--- config.mk ---
export PLATFORM = sky130hd
export DESIGN_NAME = ibmw_divider
export DESIGN_NICKNAME = d
export VERILOG_FILES = /design/src/rtl/ibmw_pkg.sv /design/src/rtl/ibmw_divider.sv
export SDC_FILE = /design/constraint.sdc
export NUM_CORES = 1
export LEC_CHECK = 0
export BUFFER_PORTS_ARGS = -buffer_cell sky130_fd_sc_hd__buf_2
export CAP_MARGIN = 15
export CORE_AREA = 5 5 57 71
export CTS_BUF_LIST = sky130_fd_sc_hd__clkbuf_8
export CTS_CLUSTER_SIZE = 10
export DETAILED_ROUTE_END_ITERATION = 10
export DIE_AREA = 0 0 62 76
export GPL_TIMING_DRIVEN = 0
export HOLD_SLACK_MARGIN = 0.02
export PLACE_DENSITY = 0.57
export SKIP_LAST_GASP = 1
export SYNTH_ARGS = -nofsm -noshare
export SYNTH_HDL_FRONTEND = slang
export SYNTH_SLANG_ARGS = --single-unit
--- constraint.sdc ---
create_clock -name clock -period 0.85 [get_ports clock]
set_input_delay 0.0425 -clock clock [delete_from_list [all_inputs] [get_ports clock]]
set_output_delay 0.0425 -clock clock [all_outputs]
set_load 0.01 [all_outputs]
--- src/rtl/ibmw_pkg.sv ---
// Package for the inode block map walker.
// Item types, status codes and controller states; no dependencies.
package ibmw_pkg;

   localparam int LB_WIDTH  = 16;
   localparam int PB_WIDTH  = 8;
   localparam int CSR_WIDTH = 9;

   localparam logic [1:0] ST_MAPPED   = 2'd0;
   localparam logic [1:0] ST_UNMAPPED = 2'd1;
   localparam logic [1:0] ST_NOSPACE  = 2'd2;
   localparam logic [1:0] ST_RANGE    = 2'd3;

   localparam logic [1:0] DEPTH_DIRECT = 2'd0;
   localparam logic [1:0] DEPTH_SINGLE = 2'd1;
   localparam logic [1:0] DEPTH_DOUBLE = 2'd2;

   localparam logic [CSR_WIDTH-1:0] USABLE_RESET = 9'd256;

   typedef struct packed {
      logic [LB_WIDTH-1:0] logical_block;
      logic                allocate;
   } req_type;

   typedef struct packed {
      logic [PB_WIDTH-1:0] physical_block;
      logic [1:0]          status;
      logic [1:0]          tree_depth_now;
   } rsp_type;

   typedef enum logic [3:0] {
      S_IDLE,
      S_DIV0,
      S_DIV1,
      S_CHECK,
      S_GROW,
      S_ROOT,
      S_READ,
      S_EVAL,
      S_CLEAR
   } state_type;

endpackage

--- src/rtl/ibmw_divider.sv ---
// Divider by a fixed divisor through reciprocal multiplication; quotient and remainder are registered.
// Depends on ibmw_pkg for the index width.
module ibmw_divider #(
   parameter int DIVISOR = 16
) (
   input  logic                          clock,
   input  logic                          reset,
   input  logic                          start,
   input  logic [ibmw_pkg::LB_WIDTH-1:0] dividend,
   output logic                          done,
   output logic [ibmw_pkg::LB_WIDTH-1:0] quotient,
   output logic [$clog2(DIVISOR)-1:0]    remainder
);
   import ibmw_pkg::*;

   localparam int DW = $clog2(DIVISOR);
   localparam int SH = LB_WIDTH + DW;
   localparam int MW = LB_WIDTH + 2;
   localparam int PW = LB_WIDTH + MW;
   localparam logic [MW-1:0] RECIP = MW'((2 ** SH + DIVISOR - 1) / DIVISOR);

   logic [PW-1:0]       product;
   logic [LB_WIDTH-1:0] back;
   logic [LB_WIDTH-1:0] quo1_ff, quo1_in, div1_ff, div1_in;
   logic [LB_WIDTH-1:0] quo_ff, quo_in;
   logic [DW-1:0]       rem_ff, rem_in;
   logic                v1_ff, v1_in, done_ff, done_in;

   // exact for every index width value: shift is index width plus ceil(log2)
   assign product = PW'(dividend) * PW'(RECIP);
   assign back    = LB_WIDTH'(quo1_ff * LB_WIDTH'(DIVISOR));

   always_comb begin
      quo1_in = LB_WIDTH'(product >> SH);
      div1_in = dividend;
      v1_in   = start;
      quo_in  = quo1_ff;
      rem_in  = DW'(div1_ff - back);
      done_in = v1_ff;
   end

   always_ff @(posedge clock) begin
      if (reset) begin
         v1_ff   <= 1'b0;
         done_ff <= 1'b0;
      end else begin
         v1_ff   <= v1_in;
         done_ff <= done_in;
      end
      quo1_ff <= quo1_in;
      div1_ff <= div1_in;
      quo_ff  <= quo_in;
      rem_ff  <= rem_in;
   end

   assign done      = done_ff;
   assign quotient  = quo_ff;
   assign remainder = rem_ff;

endmodule

==> impl_metrics.py <==
metrics = {
    "yosys": {
        "synthDistinctLibCells": 4,
        "ys_async_sr_fraction_pct": 0,
        "post-synth-top-area-fraction_pct": 93.6,
        "synthMostInstantiatedCell": "sky130_fd_sc_hd__dfxtp_1",
        "synth_flop_cell": "sky130_fd_sc_hd__dfxtp_1",
        "yosysWarningCount": 0,
        "ys_top_cells_by_count": "sky130_fd_sc_hd__dfxtp_1, sky130_fd_sc_hd__buf_4, sky130_fd_sc_hd__nor2b_1",
        "post_synth_edffs": 0,
        "seq_area_frac_synth_pct": 93.6,
        "post_synth_main_area_contributors": "sky130_fd_sc_hd__dfxtp_1, sky130_fd_sc_hd__buf_4, sky130_fd_sc_hd__nor2b_1",
        "cell_count_after_synthesis": 41,
        "post_synth_instance_area_um2": 727,
        "synthDominantAreaCellType": "sky130_fd_sc_hd__dfxtp_1",
        "postSynthRegisterBits": 34,
        "synth_area_per_cell_um2": 17.7,
    },
    "run": {
        "cap_viol_max_count": 0,
    },
    "clocking": {
        "cts-root-buf": "sky130_fd_sc_hd__clkbuf_8",
        "clk_latency_ns": 0.28,
        "cts_made_buffers": 5,
        "cts.repair_timing.setup_buffer_count": 0,
        "cts-htree-levels": 2,
        "post_cts.resized_instances": 0,
        "maximum_root_to_sink_buffer_count": 2,
        "tritoncts_num_sinks": 34,
        "tritoncts": "yes",
        "reg_clk_slew_reported_paths_ns": 0.07,
        "cts_hold_buf": 18,
    },
    "global_routing": {
        "grt_pass1_wl_mm": 1.96,
        "grt_overflow": 0,
        "global_router_s_overall_resource_usage_pct": 6.19,
        "antenna_found_initial": 0,
        "vias_in_the_first_global_route": 489,
        "grt_max_degree": 12,
    },
    "worst_setup_path": {
        "ff2ff_path_depth": 1,
        "reg_to_reg_endpoint": "done",
        "path_delay_family": "flip-flops",
        "worstPathCellList": "buf_2",
        "start_kind": "register",
        "worst_endpoint_data_arrival_time_ns": 0.72,
        "maximum_net_fanout_on_the_critical_path": 1,
        "critPathSlowestCell": "sky130_fd_sc_hd__dfxtp_1",
        "slowest_delay_ns": 0.32,
        "endpoint_type_of_the_worst_setup_path": "output port",
        "reg2reg_from": "done_in",
        "worstPathBufferInverterCount": 1,
        "required_ns": 0.81,
        "timing.setup.critical_path_class": "reg -> out",
        "worst_case_register_to_register_setup_slack_ns": 0.35,
    },
    "layout": {
        "finish.cell_count_without_fillers": 144,
        "n_fill_cell": 347,
        "fin_nets": 123,
        "drive_above_1_share_pct": 44.8,
        "area_growth_syn_to_layout_pct": 70.2,
        "final_area_um2": 1240,
        "num_antenna_cells": 0,
    },
    "die": {
        "core_area_um2": 3360,
        "number_of_placement_rows": 24,
        "floorplan.die.height_um": 76,
        "io_pins": 40,
        "initial_utilization_pct": 21.6,
        "die_width_um": 62,
        "floorplan.die_area_um2": 4710,
    },
    "timing": {
        "layout_worst_path_cycle_share_pct": 89.2,
        "setup_repair_after_global_routing_missed_its_margin": "false",
        "max_clock_freq_mhz": 1320,
        "skew_ns": 0.00173,
        "minimum_clock_period_after_layout_ns": 0.758,
        "timing_hold_violations_final": 0,
        "timing.final.max_slew_violations": 0,
        "sum_of_negative_setup_slack_ns": 0,
        "setup_viol_count_final": 0,
    },
    "hold_path": {
        "holdPathEnd": "quotient[3]",
        "worst_hold_startpoint": "quo1_ff[3]",
        "hold_path_class": "reg -> reg",
        "worstHoldPathCells": 0,
    },
    "routing": {
        "drtAntennaViolNets": 0,
        "via_count": 467,
        "remaining_drc_errors": 0,
        "wl_per_cell_um": 8.57,
        "firstDrtPassIters": 1,
        "vias_per_inst": 3.24,
        "first_iter_violations": 0,
        "drt_wl_total_mm": 1.23,
    },
    "placed_design": {
        "placed_cell_area_um2": 962,
        "gp_congestion": 0.557,
        "port_buffers": 35,
        "dp.cells": 118,
        "hpwl_um": 906,
    },
    "power_and_ir_drop": {
        "power_density_nw_per_um2": 2480,
        "p_leak_nw": 0.587,
        "ir_drop_v": 0.00123,
    },
    "status": {
        "outcome": "finished clean",
    },
}
routing by layer:
layer	global-route usage, %	wire [um]
met5	0	0
met4	5.10	29
met3	4.75	216
met2	9.34	583
met1	4.94	404
final cells by class:
class | instances | area, um2 | area share (%)
flip-flops and latches | 34 | 681 | 55.0
repair buffers | 53 | 355 | 28.7
clock buffers | 6 | 82.6 | 6.67
well taps | 39 | 48.8 | 3.94
plain buffers | 4 | 30.0 | 2.43
multi-input cells | 6 | 27.5 | 2.22
clock inverters | 2 | 12.5 | 1.01
cell families after synthesis:
group / share of synthesized area (%)
flip-flops: 93.6
other: 0.516
buffers and inverters: 4.13
AND/OR/NAND/NOR: 1.72
per-stage QoR:
step / hold WS [ns] / setup WS, ns / total power (W) / util [%]
global route: 0.332 / 0.0321 / 0.00324 / 36.8
finish: 0.326 / 0.0916 / 0.00307 / 36.8
floorplan: 0.0702 / 0.360 / 0.00178 / -
detailed placement: 0.146 / 0.350 / 0.00186 / 28.6
global placement: 0.146 / 0.356 / 0.00186 / 28.6
CTS: 0.327 / 0.0806 / 0.00312 / 36.8
worst max-delay path by stage:
stage,from,to,slack [ns],cells after the start
floorplan,done_in,done,0.36,1
global placement,done_in,done,0.36,1
detailed placement,done_in,done,0.35,1
CTS,remainder[3],remainder[3],0.08,1
global route,remainder[3],remainder[3],0.03,1
finish,remainder[3],remainder[3],0.09,1
where the power goes:
part	switching (W)	internal, W
Combinational	0.0000679	0.000123
Clock	0.000532	0.000650
Sequential	0.0000156	0.00168
Total	0.000616	0.00245
state kept, by name, summed over array words and instances (netlist names):
name,count
div1_ff,4
quotient,12
remainder,4
done,1
quo1_ff,12
done_in,1
placed cells by master (no fill, tap or decap):
cell type / instances
sky130_fd_sc_hd__clkinv_2: 1
sky130_fd_sc_hd__nor2b_1: 2
sky130_fd_sc_hd__clkinvlp_4: 1
sky130_fd_sc_hd__dfxtp_1: 34
sky130_fd_sc_hd__conb_1: 4
sky130_fd_sc_hd__dlygate4sd3_1: 18
sky130_fd_sc_hd__buf_4: 4
sky130_fd_sc_hd__buf_2: 35
sky130_fd_sc_hd__clkbuf_8: 6
(Power assumes the default switching activity.)
